## src/rtl/assert_macros.svh

```systemverilog
// ----------------------------------------------------------------------------
// Assertion macros
// Shared concurrent assertion forms used by the RTL of the group reverser.
// ----------------------------------------------------------------------------
`ifndef ASSERT_MACROS_SVH
`define ASSERT_MACROS_SVH

// Same-cycle implication, disabled while reset is high.
`define ASSERT_IMPLY(lbl, clk, rst, ante, cons) \
   lbl: assert property (@(posedge clk) disable iff (rst) (ante) |-> (cons)) \
      else $error("assertion failed");

// Next-cycle implication, disabled while reset is high.
`define ASSERT_NEXT(lbl, clk, rst, ante, cons) \
   lbl: assert property (@(posedge clk) disable iff (rst) (ante) |=> (cons)) \
      else $error("assertion failed");

`endif

```

## src/rtl/sgr_pkg.sv

```systemverilog
// ----------------------------------------------------------------------------
// sgr_pkg
// Constants, types and helpers shared by the stream group reverser.
// ----------------------------------------------------------------------------
package sgr_pkg;

   localparam int MAX_GROUP = 16;
   localparam int IDX_W     = $clog2(MAX_GROUP);
   localparam int CNT_W     = IDX_W + 1;
   localparam int VALUE_W   = 16;
   localparam int SIZE_W    = 5;

   typedef struct packed {
      logic [VALUE_W-1:0] value;
      logic               run_last;
      logic               list_last;
   } rsp_item_type;

   // A group size of zero acts as one; sizes above the buffer depth saturate.
   function automatic logic [CNT_W-1:0] effective_size(input logic [SIZE_W-1:0] size);
      logic [CNT_W-1:0] result;
      if (size == '0) begin
         result = CNT_W'(1);
      end else if (CNT_W'(size) > CNT_W'(MAX_GROUP)) begin
         result = CNT_W'(MAX_GROUP);
      end else begin
         result = CNT_W'(size);
      end
      return result;
   endfunction

endpackage

```

## src/rtl/sgr_req_if.sv

```systemverilog
// ----------------------------------------------------------------------------
// sgr_req_if
// Request channel of the group reverser: one list node per request.
// ----------------------------------------------------------------------------
interface sgr_req_if;
   logic                        valid;
   logic                        ready;
   logic [sgr_pkg::VALUE_W-1:0] item_value;
   logic                        list_end;

   modport source (output valid, output item_value, output list_end, input ready);
   modport sink (input valid, input item_value, input list_end, output ready);
endinterface

```

## src/rtl/sgr_rsp_if.sv

```systemverilog
// ----------------------------------------------------------------------------
// sgr_rsp_if
// Response channel of the group reverser: one reordered node per response.
// ----------------------------------------------------------------------------
interface sgr_rsp_if;
   logic                        valid;
   logic                        ready;
   logic [sgr_pkg::VALUE_W-1:0] out_value;
   logic                        run_last;
   logic                        list_last;

   modport source (output valid, output out_value, output run_last, output list_last,
                   input ready);
   modport sink (input valid, input out_value, input run_last, input list_last,
                 output ready);
endinterface

```

## src/rtl/sgr_rsp_stage.sv

```systemverilog
// ----------------------------------------------------------------------------
// sgr_rsp_stage
// Two-entry output buffer that decouples buffer reads from response stalls.
// ----------------------------------------------------------------------------
module sgr_rsp_stage (
   input  logic                  clock,
   input  logic                  reset,
   input  logic                  push_valid,
   input  sgr_pkg::rsp_item_type push_item,
   output logic                  issue_ok,
   sgr_rsp_if.source             rsp_bus
);
   import sgr_pkg::*;

   rsp_item_type head_ff, head_in;
   rsp_item_type tail_ff, tail_in;
   logic         head_vld_ff, head_vld_in;
   logic         tail_vld_ff, tail_vld_in;
   logic         pop;
   logic [1:0]   pending;

   assign pop     = head_vld_ff & rsp_bus.ready;
   assign pending = 2'(head_vld_ff) + 2'(tail_vld_ff) + 2'(push_valid) - 2'(pop);

   // A read issued now lands here next cycle; it must find a free entry.
   assign issue_ok = pending <= 2'd1;

   always_comb begin
      head_in     = head_ff;
      tail_in     = tail_ff;
      head_vld_in = head_vld_ff;
      tail_vld_in = tail_vld_ff;
      if (pop) begin
         if (tail_vld_ff) begin
            head_in     = tail_ff;
            head_vld_in = 1'b1;
            tail_in     = push_item;
            tail_vld_in = push_valid;
         end else begin
            head_in     = push_item;
            head_vld_in = push_valid;
         end
      end else if (push_valid) begin
         if (!head_vld_ff) begin
            head_in     = push_item;
            head_vld_in = 1'b1;
         end else begin
            tail_in     = push_item;
            tail_vld_in = 1'b1;
         end
      end
   end

   always_ff @(posedge clock) begin
      if (reset) begin
         head_vld_ff <= 1'b0;
         tail_vld_ff <= 1'b0;
      end else begin
         head_vld_ff <= head_vld_in;
         tail_vld_ff <= tail_vld_in;
      end
      head_ff <= head_in;
      tail_ff <= tail_in;
   end

   assign rsp_bus.valid     = head_vld_ff;
   assign rsp_bus.out_value = head_ff.value;
   assign rsp_bus.run_last  = head_ff.run_last;
   assign rsp_bus.list_last = head_ff.list_last;

endmodule

```

## src/rtl/stream_group_reverser.sv

```systemverilog
// ----------------------------------------------------------------------------
// stream_group_reverser
// Reverses a stream of list values in groups of group_size; a short tail at
// the list end is passed on in its original order.
// ----------------------------------------------------------------------------
// A request that neither completes a group nor ends the list is stored in the group buffer.
// A request that completes a group or ends the list releases n values, which
// are then read out of the group buffer, a single-port memory that gives one
// value per cycle while the response stage has room; during that time no new
// request is taken, while responses already read keep draining.
`include "assert_macros.svh"

module stream_group_reverser (
   input  logic                       clock,
   input  logic                       reset,
   input  logic                       csr_wr_en,
   input  logic [sgr_pkg::SIZE_W-1:0] csr_wr_data,
   sgr_req_if.sink                    req_bus,
   sgr_rsp_if.source                  rsp_bus
);
   import sgr_pkg::*;

   typedef enum logic [1:0] {
      ST_IDLE = 2'b01,
      ST_EMIT = 2'b10
   } state_type;

   logic [VALUE_W-1:0] group_mem [MAX_GROUP];

   state_type          state_ff, state_in;
   logic [SIZE_W-1:0]  group_size_ff, group_size_in;
   logic [CNT_W-1:0]   fill_ff, fill_in;
   logic [CNT_W-1:0]   count_ff, count_in;
   logic [IDX_W-1:0]   idx_ff, idx_in;
   logic               rev_ff, rev_in;
   logic               end_ff, end_in;
   logic               rd_vld_ff, rd_vld_in;
   logic               rd_last_ff, rd_last_in;
   logic               rd_list_ff, rd_list_in;
   logic [VALUE_W-1:0] rd_data_ff;

   logic [CNT_W-1:0]   size_eff;
   logic [CNT_W-1:0]   fill_next;
   logic               accept;
   logic               group_done;
   logic               release_now;
   logic               issue_ok;
   logic               issue;
   logic               last_read;
   logic [IDX_W-1:0]   rd_addr;
   rsp_item_type       push_item;

   assign size_eff    = effective_size(group_size_ff);
   assign fill_next   = fill_ff + CNT_W'(1);
   assign req_bus.ready = (state_ff == ST_IDLE);
   assign accept      = req_bus.valid & req_bus.ready;
   assign group_done  = fill_next >= size_eff;
   assign release_now = group_done | req_bus.list_end;
   assign issue       = (state_ff == ST_EMIT) & issue_ok;
   assign last_read   = (CNT_W'(idx_ff) + CNT_W'(1)) == count_ff;
   assign rd_addr     = rev_ff ? IDX_W'(count_ff - CNT_W'(1) - CNT_W'(idx_ff)) : idx_ff;

   always_comb begin
      state_in      = state_ff;
      group_size_in = group_size_ff;
      fill_in       = fill_ff;
      count_in      = count_ff;
      idx_in        = idx_ff;
      rev_in        = rev_ff;
      end_in        = end_ff;
      rd_vld_in     = issue;
      rd_last_in    = rd_last_ff;
      rd_list_in    = rd_list_ff;
      if (csr_wr_en) begin
         group_size_in = csr_wr_data;
      end
      case (state_ff)
         ST_IDLE: begin
            if (accept) begin
               if (release_now) begin
                  fill_in  = '0;
                  count_in = fill_next;
                  idx_in   = '0;
                  rev_in   = group_done;
                  end_in   = req_bus.list_end;
                  state_in = ST_EMIT;
               end else begin
                  fill_in = fill_next;
               end
            end
         end
         ST_EMIT: begin
            if (issue) begin
               rd_last_in = last_read;
               rd_list_in = last_read & end_ff;
               idx_in     = idx_ff + IDX_W'(1);
               if (last_read) begin
                  state_in = ST_IDLE;
               end
            end
         end
         default: begin
            state_in = ST_IDLE;
         end
      endcase
   end

   always_ff @(posedge clock) begin
      if (reset) begin
         state_ff      <= ST_IDLE;
         group_size_ff <= SIZE_W'(1);
         fill_ff       <= '0;
         rd_vld_ff     <= 1'b0;
      end else begin
         state_ff      <= state_in;
         group_size_ff <= group_size_in;
         fill_ff       <= fill_in;
         rd_vld_ff     <= rd_vld_in;
      end
      count_ff   <= count_in;
      idx_ff     <= idx_in;
      rev_ff     <= rev_in;
      end_ff     <= end_in;
      rd_last_ff <= rd_last_in;
      rd_list_ff <= rd_list_in;
   end

   always_ff @(posedge clock) begin
      if (accept) begin
         group_mem[fill_ff[IDX_W-1:0]] <= req_bus.item_value;
      end
      if (issue) begin
         rd_data_ff <= group_mem[rd_addr];
      end
   end

   assign push_item.value     = rd_data_ff;
   assign push_item.run_last  = rd_last_ff;
   assign push_item.list_last = rd_list_ff;

   sgr_rsp_stage u_rsp_stage (
      .clock      (clock),
      .reset      (reset),
      .push_valid (rd_vld_ff),
      .push_item  (push_item),
      .issue_ok   (issue_ok),
      .rsp_bus    (rsp_bus)
   );

   `ASSERT_IMPLY(a_fill_below_depth, clock, reset, 1'b1, fill_ff < CNT_W'(MAX_GROUP))
   `ASSERT_NEXT(a_release_enters_emit, clock, reset, accept && release_now, state_ff == ST_EMIT)
   `ASSERT_IMPLY(a_list_last_ends_run, clock, reset, rsp_bus.valid && rsp_bus.list_last,
                 rsp_bus.run_last)
   `ASSERT_NEXT(a_issue_follows_count, clock, reset, issue && last_read, state_ff == ST_IDLE)

endmodule

```

## src/flat_wrapper.sv

```systemverilog
// flat-port wrapper written by rule: the top's interface ports become plain ports
module stream_group_reverser_flat import sgr_pkg::*;
  (clock, reset, csr_wr_en, csr_wr_data, req_bus_valid, req_bus_item_value, req_bus_list_end, req_bus_ready, rsp_bus_valid, rsp_bus_out_value, rsp_bus_run_last, rsp_bus_list_last, rsp_bus_ready);
  sgr_req_if req_bus_i ();
  sgr_rsp_if rsp_bus_i ();
  input  logic clock;
  input  logic reset;
  input  logic csr_wr_en;
  input  logic [sgr_pkg::SIZE_W-1:0] csr_wr_data;
  input wire logic [$bits(req_bus_i.valid)-1:0] req_bus_valid;
  input wire logic [$bits(req_bus_i.item_value)-1:0] req_bus_item_value;
  input wire logic [$bits(req_bus_i.list_end)-1:0] req_bus_list_end;
  output wire logic [$bits(req_bus_i.ready)-1:0] req_bus_ready;
  output wire logic [$bits(rsp_bus_i.valid)-1:0] rsp_bus_valid;
  output wire logic [$bits(rsp_bus_i.out_value)-1:0] rsp_bus_out_value;
  output wire logic [$bits(rsp_bus_i.run_last)-1:0] rsp_bus_run_last;
  output wire logic [$bits(rsp_bus_i.list_last)-1:0] rsp_bus_list_last;
  input wire logic [$bits(rsp_bus_i.ready)-1:0] rsp_bus_ready;
  assign req_bus_i.valid = req_bus_valid;
  assign req_bus_i.item_value = req_bus_item_value;
  assign req_bus_i.list_end = req_bus_list_end;
  assign req_bus_ready = req_bus_i.ready;
  assign rsp_bus_valid = rsp_bus_i.valid;
  assign rsp_bus_out_value = rsp_bus_i.out_value;
  assign rsp_bus_run_last = rsp_bus_i.run_last;
  assign rsp_bus_list_last = rsp_bus_i.list_last;
  assign rsp_bus_i.ready = rsp_bus_ready;
  stream_group_reverser u_core (.clock(clock), .reset(reset), .csr_wr_en(csr_wr_en), .csr_wr_data(csr_wr_data), .req_bus(req_bus_i), .rsp_bus(rsp_bus_i));
endmodule
```

## config.mk

```make
export PLATFORM = sky130hd
export DESIGN_NAME = stream_group_reverser_flat
export DESIGN_NICKNAME = d
export VERILOG_FILES = /design/src/rtl/sgr_pkg.sv /design/src/rtl/sgr_req_if.sv /design/src/rtl/sgr_rsp_if.sv /design/src/rtl/sgr_rsp_stage.sv /design/src/rtl/stream_group_reverser.sv /design/src/flat_wrapper.sv
export VERILOG_INCLUDE_DIRS = /design/src /design/src/rtl
export SDC_FILE = /design/constraint.sdc
export NUM_CORES = 1
export LEC_CHECK = 0
export ABC_AREA = 0
export BUFFER_PORTS_ARGS = -buffer_cell sky130_fd_sc_hd__buf_2
export CORE_MARGIN = 2
export CORE_UTILIZATION = 65
export DETAILED_ROUTE_END_ITERATION = 16
export PLACE_DENSITY = 0.87
export REMOVE_ABC_BUFFERS = 1
export SYNTH_ARGS = -nofsm -noshare
export SYNTH_HDL_FRONTEND = slang
export SYNTH_SLANG_ARGS = --single-unit
```

## constraint.sdc

```tcl
create_clock -name clock -period 3.95 [get_ports clock]
set_input_delay 0.5925 -clock clock [delete_from_list [all_inputs] [get_ports clock]]
set_output_delay 0.5925 -clock clock [all_outputs]
set_load 0.05 [all_outputs]
```

==> results of run 1 <==
-- worst min path at each step --
| stage | startpoint | end | slack [ns] | cells past startpoint |
|---|---|---|---|---|
| global placement | u_core.rd_data_ff[13] | u_core.u_rsp_stage.tail_ff[15] | 0.43 | 0 |
| detailed placement | u_core.rd_data_ff[8] | u_core.u_rsp_stage.tail_ff[10] | 0.44 | 0 |
| CTS | req_bus_list_end | u_core.end_ff | 0.22 | 1 |
| finish | req_bus_list_end | u_core.end_ff | 0.24 | 1 |
| floorplan | u_core.rd_list_ff | u_core.u_rsp_stage.tail_ff[0] | 0.42 | 0 |
| global route | req_bus_list_end | u_core.end_ff | 0.24 | 1 |
-- synthesized netlist by cell type (all sizes together) --
cell type  instances
nand2            269
a221o              1
nand3            133
o21ai              3
nor2b              3
o32ai              4
nand4             32
nor2              30
and2               2
a21o               1
o31ai              1
clkbuf            44
nand2b            11
buf                6
a211o              1
nor3b              1
a221oi             1
a41oi              1
nor3              11
a21oi              7
a311oi             1
a2111oi            1
mux2i             22
nand3b             1
mux2              20
fa                 1
xor2               5
inv               11
a211oi             3
nor4b              2
xnor2              9
edfxtp           321
dfxtp             15
ha                15
and3b              1
a31oi              1
-- worst max-delay path: cells and delay by family, from the launching register on --
kind / cells / cell delay [ns]
compound gates: 1 / 0.66
fa+ha+maj: 2 / 0.74
buf+inv: 2 / 0.41
flops: 1 / 0.49
mux: 1 / 0.09
simple gates: 3 / 0.45
-- routing by layer --
layer,up-vias,routed length (um)
met3,123,3090
met4,0,1470
li1,3711,-
met1,4006,10600
met2,518,14200
met5,-,0
-- through the flow --
stage / hold slack, ns / instances
after floorplan: 0.420 / 941
after global placement: 0.435 / 1285
after detailed placement: 0.437 / 1285
after CTS: 0.221 / 1342
after global routing: 0.237 / 1342
final: 0.243 / 1343
-- state kept, by name, summed over array words and instances, names as in the netlist, 2 cells and up --
register                              count
u_core.count_ff                           5
u_core.fill_ff                            5
u_core.group_mem                        256
u_core.group_size_ff                      5
u_core.idx_ff                             4
u_core.rd_data_ff                        16
u_core.state_ff                           2
u_core.u_rsp_stage.rsp_bus.out_value     16
u_core.u_rsp_stage.tail_ff               18
-- logic make-up after synthesis --
| family | after synthesis | synth area share [%] |
|---|---|---|
| AOI/OAI and AO/OA | 26 | 1.69 |
| adders and majority gates | 16 | 1.55 |
| muxes | 42 | 3.33 |
| DFF | 336 | 74.3 |
| buffers and inverters | 61 | 1.83 |
| xor gates and xnor gates | 14 | 0.917 |
| and+or+nand+nor | 496 | 16.3 |
-- report_power, final --
group | internal (W) | leakage, nW | switching, W | total [W]
Combinational | 0.000421 | 1.80 | 0.000878 | 0.00130
Sequential | 0.00401 | 3.02 | 0.0000540 | 0.00406
Clock | 0.00164 | 0.469 | 0.00120 | 0.00284
-- layout make-up --
class	instances	share of cell area, %
Inverter	11	0.274
Clock buffer	42	5.42
Clock inverter	15	0.972
Tap cell	270	2.24
Antenna cell	1	0.0166
Multi-Input combinational cell	594	21.9
Sequential cell	336	66.0
Timing Repair Buffer	74	3.17
==> run_summary.xml, run 1 <==
<?xml version="1.0" encoding="UTF-8"?>
<metrics>
  <group name="status">
    <metric name="status" unit="">finished, final reports clean</metric>
  </group>
  <group name="global_route">
    <metric name="grt_pass1_vias" unit="">8235</metric>
    <metric name="grt_max_degree" unit="">129</metric>
    <metric name="globalRouteMet3Util" unit="%">4.60</metric>
    <metric name="top_usage_layer" unit="">met2</metric>
    <metric name="global_route.overflow_total" unit="">0</metric>
    <metric name="global_route_wire_length_before_repair" unit="mm">45.2</metric>
    <metric name="number_of_antenna_violations_at_the_first_check_in_global_routing" unit="">0</metric>
    <metric name="grt.total_usage" unit="%">27.3</metric>
    <metric name="globalRouteMet2Util" unit="%">45.0</metric>
    <metric name="grtUsageMet1" unit="%">36.2</metric>
  </group>
  <group name="pwr">
    <metric name="total_leakage_power" unit="nW">5.29</metric>
    <metric name="power_per_cell_area" unit="mW/mm2">544</metric>
    <metric name="power.ir.vdd_worst" unit="V">0.000467</metric>
    <metric name="power" unit="W">0.00820</metric>
  </group>
  <group name="worst_setup_path">
    <metric name="arrival" unit="ns">3.41</metric>
    <metric name="crit_fanout" unit="">24</metric>
    <metric name="worstRegToRegCells" unit="">9</metric>
    <metric name="rrSetupSlack" unit="ns">0.82</metric>
    <metric name="end_kind" unit="">flop</metric>
    <metric name="worstSetupStartpointType" unit="">flop</metric>
    <metric name="critPathMaxStageDelay" unit="ns">0.66</metric>
    <metric name="worstReg2RegEnd" unit="">u_core.rd_data_ff[11]</metric>
    <metric name="worstSetupPathType" unit="">flop to flop</metric>
    <metric name="regToRegStartpoint" unit="">u_core.idx_ff[0]</metric>
    <metric name="crit_end" unit="">u_core.rd_data_ff[11]</metric>
    <metric name="worstPathCellList" unit="">inv_1 -&gt; ha_1 -&gt; fa_1 -&gt; nand2b_1 -&gt; o32ai_4 -&gt; buf_4 -&gt; nand3_1 -&gt; nand4_1 -&gt; mux2i_1</metric>
    <metric name="cp_slowest_cell" unit="">o32ai_4</metric>
    <metric name="worst-endpoint-required" unit="ns">4.23</metric>
    <metric name="crit_path_start" unit="">u_core.idx_ff[0]</metric>
  </group>
  <group name="clock_tree">
    <metric name="clk_pin_slew" unit="ns">0.06</metric>
    <metric name="postCtsSetupBuffers" unit="">0</metric>
    <metric name="htreeDepth" unit="">1</metric>
    <metric name="clockBufferDepth" unit="">3</metric>
    <metric name="clock_insertion_delay_worst_skew" unit="ns">0.56</metric>
    <metric name="cts_resized" unit="">0</metric>
    <metric name="post_cts_hold_buffer_count" unit="">0</metric>
    <metric name="tritoncts_num_sinks" unit="">336</metric>
    <metric name="cts_root_buffer" unit="">clkbuf_16</metric>
    <metric name="cts_tree" unit="">yes</metric>
    <metric name="numCtsBuffers" unit="">31</metric>
  </group>
  <group name="die">
    <metric name="pin_count" unit="">47</metric>
    <metric name="core_region" unit="mm2">0.0202</metric>
    <metric name="die-width" unit="um">147</metric>
    <metric name="die-area" unit="mm2">0.0217</metric>
    <metric name="placementRows" unit="">52</metric>
    <metric name="die-height" unit="um">147</metric>
    <metric name="initial_utilization" unit="%">66.1</metric>
  </group>
  <group name="layout">
    <metric name="design.final.nets" unit="">1091</metric>
    <metric name="final_common_cell" unit="">edfxtp_1</metric>
    <metric name="layout_overhead_on_the_synthesized_area" unit="%">12.7</metric>
    <metric name="most_used_cells_in_the_layout_excluding_fill_and_tap_cells" unit="">edfxtp_1, nand2_1, nand3_1</metric>
    <metric name="area_taken_by_multi_input_logic_gates" unit="mm2">0.00330</metric>
    <metric name="fill_cells" unit="">1163</metric>
    <metric name="post_route_cells_drive_above_1_share" unit="%">13.9</metric>
    <metric name="postLayoutCoreUtil" unit="%">74.5</metric>
    <metric name="reg_area" unit="mm2">0.00994</metric>
    <metric name="design_area" unit="mm2">0.0151</metric>
  </group>
  <group name="logic_synthesis">
    <metric name="synth_top_cell_by_area" unit="">edfxtp_1</metric>
    <metric name="syn_avg_cell_area" unit="um2">13.5</metric>
    <metric name="synth.cell_area" unit="mm2">0.0134</metric>
    <metric name="synth-seq-area-share" unit="%">74.3</metric>
    <metric name="syn_inst" unit="">991</metric>
    <metric name="yosysUniqueCellTypes" unit="">38</metric>
    <metric name="post-synth-top-area-fraction" unit="%">72.1</metric>
    <metric name="synth-warning-count" unit="">0</metric>
    <metric name="synth-seq-cells" unit="">336</metric>
    <metric name="synth.area.top_cells" unit="">edfxtp_1, nand2_1, nand3_1</metric>
  </group>
  <group name="sta">
    <metric name="final-setup-viol-count" unit="">0</metric>
    <metric name="skew" unit="ns">0.0178</metric>
    <metric name="grt_setup_unrepaired" unit="">false</metric>
    <metric name="max_freq" unit="MHz">319</metric>
    <metric name="slew_margin_rel" unit="%">24.3</metric>
    <metric name="hold_viol_final" unit="">0</metric>
    <metric name="post-route-period-util" unit="%">79.3</metric>
    <metric name="timing.final.ws_setup" unit="ns">0.820</metric>
    <metric name="slew_violations" unit="">0</metric>
    <metric name="max_slew.worst_pin.slew" unit="ns">1.14</metric>
    <metric name="min_period" unit="ns">3.13</metric>
    <metric name="fin_setup_tns" unit="ns">0</metric>
  </group>
  <group name="placement">
    <metric name="detailed_place_hpwl" unit="mm">16.2</metric>
    <metric name="post-place-ws" unit="ns">0.848</metric>
    <metric name="finalWeightedCongestion" unit="">0.849</metric>
    <metric name="numPortBuffers" unit="">46</metric>
    <metric name="placed_cell_area" unit="mm2">0.0141</metric>
  </group>
  <group name="worst_hold_path">
    <metric name="holdCritPathClass" unit="">primary input to flop</metric>
  </group>
  <group name="routing">
    <metric name="postRouteAntennaNets" unit="">0</metric>
    <metric name="drtIter0Drc" unit="">1130</metric>
    <metric name="detail_route.drc_violations" unit="">0</metric>
    <metric name="vias" unit="">8358</metric>
    <metric name="drtPass1Iterations" unit="">6</metric>
    <metric name="drt-total-wl" unit="mm">29.4</metric>
    <metric name="drt-vias-per-instance" unit="">6.22</metric>
    <metric name="routed_wire_length_per_instance" unit="um">21.9</metric>
  </group>
  <group name="job">
    <metric name="timing.max_cap.violations" unit="">0</metric>
  </group>
</metrics>
No activity file was read; power rests on OpenSTA's default activity.
==> inputs of run 2 (changes only) <==
- CORE_UTILIZATION: 65 -> 55
- PLACE_DENSITY: 0.87 -> 0.79
- clock period: 3.95 -> 2.6 ns (I/O delays scaled with it)
==> run 2 against run 1 <==
Net effect:
- clock-buffer cell count increased by 6
- first-iteration DRC count shrank 9.6%
- total power up 58%
- hold slack worse by 0.15 ns
- worst setup slack worse by 0.76 ns
- clock skew down 0.0014 ns
- final cell count up 6.4%
- via count shrank 1.4%
- design area grew 3.5%
- critical endpoint is now u_core.rd_data_ff[2]
- largest power group unchanged
==> run_summary.xml, run 2 (synthesis results as in run 1) <==
<?xml version="1.0" encoding="UTF-8"?>
<metrics>
  <group name="pwr">
    <metric name="power_per_cell_area" unit="mW/mm2">829</metric>
    <metric name="power.ir.vdd_worst" unit="V">0.000441</metric>
    <metric name="clock_network_power_share" unit="%">34.5</metric>
    <metric name="total_leakage_power" unit="nW">5.50</metric>
    <metric name="power.switching_fraction" unit="%">26.0</metric>
    <metric name="pwr-share-comb" unit="%">18.0</metric>
    <metric name="seq_power_share" unit="%">47.5</metric>
    <metric name="total_switching_power" unit="W">0.00337</metric>
    <metric name="internal-power" unit="W">0.00956</metric>
  </group>
  <group name="routing">
    <metric name="postRouteAntennaNets" unit="">0</metric>
    <metric name="drt-vias-per-instance" unit="">5.77</metric>
    <metric name="routed_wire_length_per_instance" unit="um">20.7</metric>
    <metric name="drtIter0Drc" unit="">1022</metric>
    <metric name="detail_route.drc_violations" unit="">0</metric>
    <metric name="vias" unit="">8244</metric>
    <metric name="drt-total-wl" unit="mm">29.6</metric>
    <metric name="drtPass1Iterations" unit="">5</metric>
  </group>
  <group name="clock_tree">
    <metric name="clock_insertion_delay_worst_skew" unit="ns">0.52</metric>
    <metric name="tritoncts_num_sinks" unit="">336</metric>
    <metric name="clk_pin_slew" unit="ns">0.06</metric>
    <metric name="numCtsBuffers" unit="">34</metric>
    <metric name="clockBufferDepth" unit="">3</metric>
    <metric name="cts_root_buffer" unit="">clkbuf_16</metric>
    <metric name="cts_tree" unit="">yes</metric>
    <metric name="htreeDepth" unit="">2</metric>
    <metric name="post_cts_hold_buffer_count" unit="">0</metric>
  </group>
  <group name="sta">
    <metric name="final-setup-viol-count" unit="">0</metric>
    <metric name="max_freq" unit="MHz">393</metric>
    <metric name="slew_violations" unit="">0</metric>
    <metric name="grt_setup_unrepaired" unit="">true</metric>
    <metric name="skew" unit="ns">0.0164</metric>
    <metric name="timing.final.ws_setup" unit="ns">0.0584</metric>
    <metric name="max_slew.worst_pin.slew" unit="ns">0.553</metric>
    <metric name="slew_margin_rel" unit="%">62.6</metric>
    <metric name="min_period" unit="ns">2.54</metric>
    <metric name="hold_viol_final" unit="">0</metric>
    <metric name="post-route-period-util" unit="%">97.8</metric>
  </group>
  <group name="placement">
    <metric name="placedCellCount" unit="">1366</metric>
    <metric name="detailed_place_hpwl" unit="mm">17.1</metric>
    <metric name="numPortBuffers" unit="">46</metric>
    <metric name="finalWeightedCongestion" unit="">0.814</metric>
    <metric name="post-place-ws" unit="ns">0.0550</metric>
  </group>
  <group name="die">
    <metric name="placementRows" unit="">57</metric>
    <metric name="initial_utilization" unit="%">55.5</metric>
    <metric name="core_region" unit="mm2">0.0241</metric>
    <metric name="die-height" unit="um">160</metric>
    <metric name="die-area" unit="mm2">0.0256</metric>
    <metric name="pin_count" unit="">47</metric>
    <metric name="die-width" unit="um">160</metric>
  </group>
  <group name="worst_setup_path">
    <metric name="worstReg2RegEnd" unit="">u_core.rd_data_ff[2]</metric>
    <metric name="worstRegToRegCells" unit="">9</metric>
    <metric name="arrival" unit="ns">2.86</metric>
    <metric name="end_kind" unit="">flop</metric>
    <metric name="regToRegStartpoint" unit="">u_core.idx_ff[0]</metric>
    <metric name="cp_slowest_cell" unit="">fa_1</metric>
    <metric name="worst-endpoint-required" unit="ns">2.91</metric>
    <metric name="worstPathCellList" unit="">inv_1 -&gt; ha_1 -&gt; fa_1 -&gt; xnor2_1 -&gt; o32ai_4 -&gt; buf_12 -&gt; nand3_1 -&gt; nand4_1 -&gt; mux2i_1</metric>
    <metric name="rrSetupSlack" unit="ns">0.06</metric>
    <metric name="crit_fanout" unit="">16</metric>
    <metric name="critPathMaxStageDelay" unit="ns">0.47</metric>
    <metric name="worstSetupPathType" unit="">flop to flop</metric>
    <metric name="worstSetupStartpointType" unit="">flop</metric>
  </group>
  <group name="layout">
    <metric name="layout.cells.non_filler" unit="">1429</metric>
    <metric name="layout_overhead_on_the_synthesized_area" unit="%">16.6</metric>
    <metric name="postLayoutCoreUtil" unit="%">64.7</metric>
    <metric name="design.final.nets" unit="">1127</metric>
    <metric name="most_used_cells_in_the_layout_excluding_fill_and_tap_cells" unit="">edfxtp_1, nand2_1, nand3_1</metric>
    <metric name="largest_register_ffs" unit="">256</metric>
    <metric name="post_route_cells_drive_above_1_share" unit="%">17.8</metric>
    <metric name="antenna_cells_inserted" unit="">0</metric>
    <metric name="final_common_cell" unit="">edfxtp_1</metric>
  </group>
  <group name="global_route">
    <metric name="grt_max_degree" unit="">59</metric>
    <metric name="number_of_antenna_violations_at_the_first_check_in_global_routing" unit="">3</metric>
    <metric name="grt_pass1_vias" unit="">7965</metric>
    <metric name="grt.total_usage" unit="%">23.1</metric>
    <metric name="global_route.overflow_total" unit="">0</metric>
    <metric name="global_route_wire_length_before_repair" unit="mm">44.7</metric>
  </group>
  <group name="worst_hold_path">
    <metric name="hold_path_cell_cnt" unit="">1</metric>
    <metric name="holdCritPathClass" unit="">primary input to flop</metric>
    <metric name="timing.hold.worst_endpoint" unit="">u_core.end_ff</metric>
    <metric name="hold_path_startpoint" unit="">req_bus_list_end</metric>
  </group>
  <group name="job">
    <metric name="timing.max_cap.violations" unit="">0</metric>
  </group>
  <group name="status">
    <metric name="status" unit="">finished, final reports clean</metric>
  </group>
</metrics>
run 2: cell types whose count changed in the layout (fill, tap and decap cells not counted), sizes merged:
cell / previous run / this run
clkinv: 11 / 6
clkbuf: 42 / 49
diode: 1 / 0
clkinvlp: 1 / 3
buf: 74 / 105
bufinv: 3 / 1
run 2: routing by layer:
layer | part of all wire [%] | vias to the layer above | GRT usage, %
met1 | 39 | 3968 | 30.7
met3 | 8.7 | 64 | 4.23
li1 | - | 3783 | -
met4 | 2.5 | 6 | 8.93
met5 | 0.12 | - | 0
met2 | 49 | 423 | 38.2
run 2: cell type report:
class	instances	area, um2
Sequential cell	336	9940
Fill cell	1715	8510
Multi-Input combinational cell	594	3340
Clock buffer	48	925
Timing Repair Buffer	106	861
Tap cell	324	405
Clock inverter	9	78.8
Inverter	11	45.0
Timing Repair inverter	1	7.51
run 2: power by group through the flow:
stage	clock, W	sequential [W]	combinational (W)
2_1_floorplan	0	0.00626	0.00133
3_3_place_gp	0	0.00625	0.00213
3_5_place_dp	0	0.00625	0.00221
4_1_cts	0.00451	0.00614	0.00223
5_1_grt	0.00475	0.00615	0.00252
6_report	0.00446	0.00614	0.00232
run 2: per-stage QoR:
stage / hold slack [ns] / TNS, ns / instance area (um2) / total power (W)
2_1_floorplan: 0.420 / -62.44 / 13200 / 0.00759
3_3_place_gp: 0.432 / 0 / 14500 / 0.00838
3_5_place_dp: 0.433 / 0 / 14500 / 0.00846
4_1_cts: 0.0846 / 0 / 15500 / 0.0129
5_1_grt: 0.0850 / -0.0177 / 15600 / 0.0134
6_report: 0.0915 / 0 / 15600 / 0.0129
run 2: worst max path at each step:
stage | slack, ns | start | end
3_5_place_dp | 0.06 | u_core.idx_ff[0] | u_core.rd_data_ff[0]
2_1_floorplan | -3.55 | u_core.idx_ff[0] | u_core.rd_data_ff[0]
6_report | 0.06 | u_core.idx_ff[0] | u_core.rd_data_ff[2]
3_3_place_gp | 0.14 | u_core.idx_ff[0] | u_core.rd_data_ff[3]
5_1_grt | -0.02 | u_core.idx_ff[0] | u_core.rd_data_ff[2]
4_1_cts | 0.06 | u_core.idx_ff[0] | u_core.rd_data_ff[0]
run 2: critical path, delay by kind of cell, from the launching register on:
kind,cells,cell delay (ns)
and+or+nand+nor,2,0.21
muxes,1,0.25
xor gates and xnor gates,1,0.39
buffers and inverters,2,0.25
AOI/OAI and AO/OA,1,0.21
adders and majority gates,2,0.70
DFF,1,0.34
run 2: what timing repair did:
| action | in CTS | in global routing |
|---|---|---|
| setup endpoints to repair | 0 | 16 |
| gates resized for setup | 0 | 4 |
| buffers inserted | 0 | 4 |
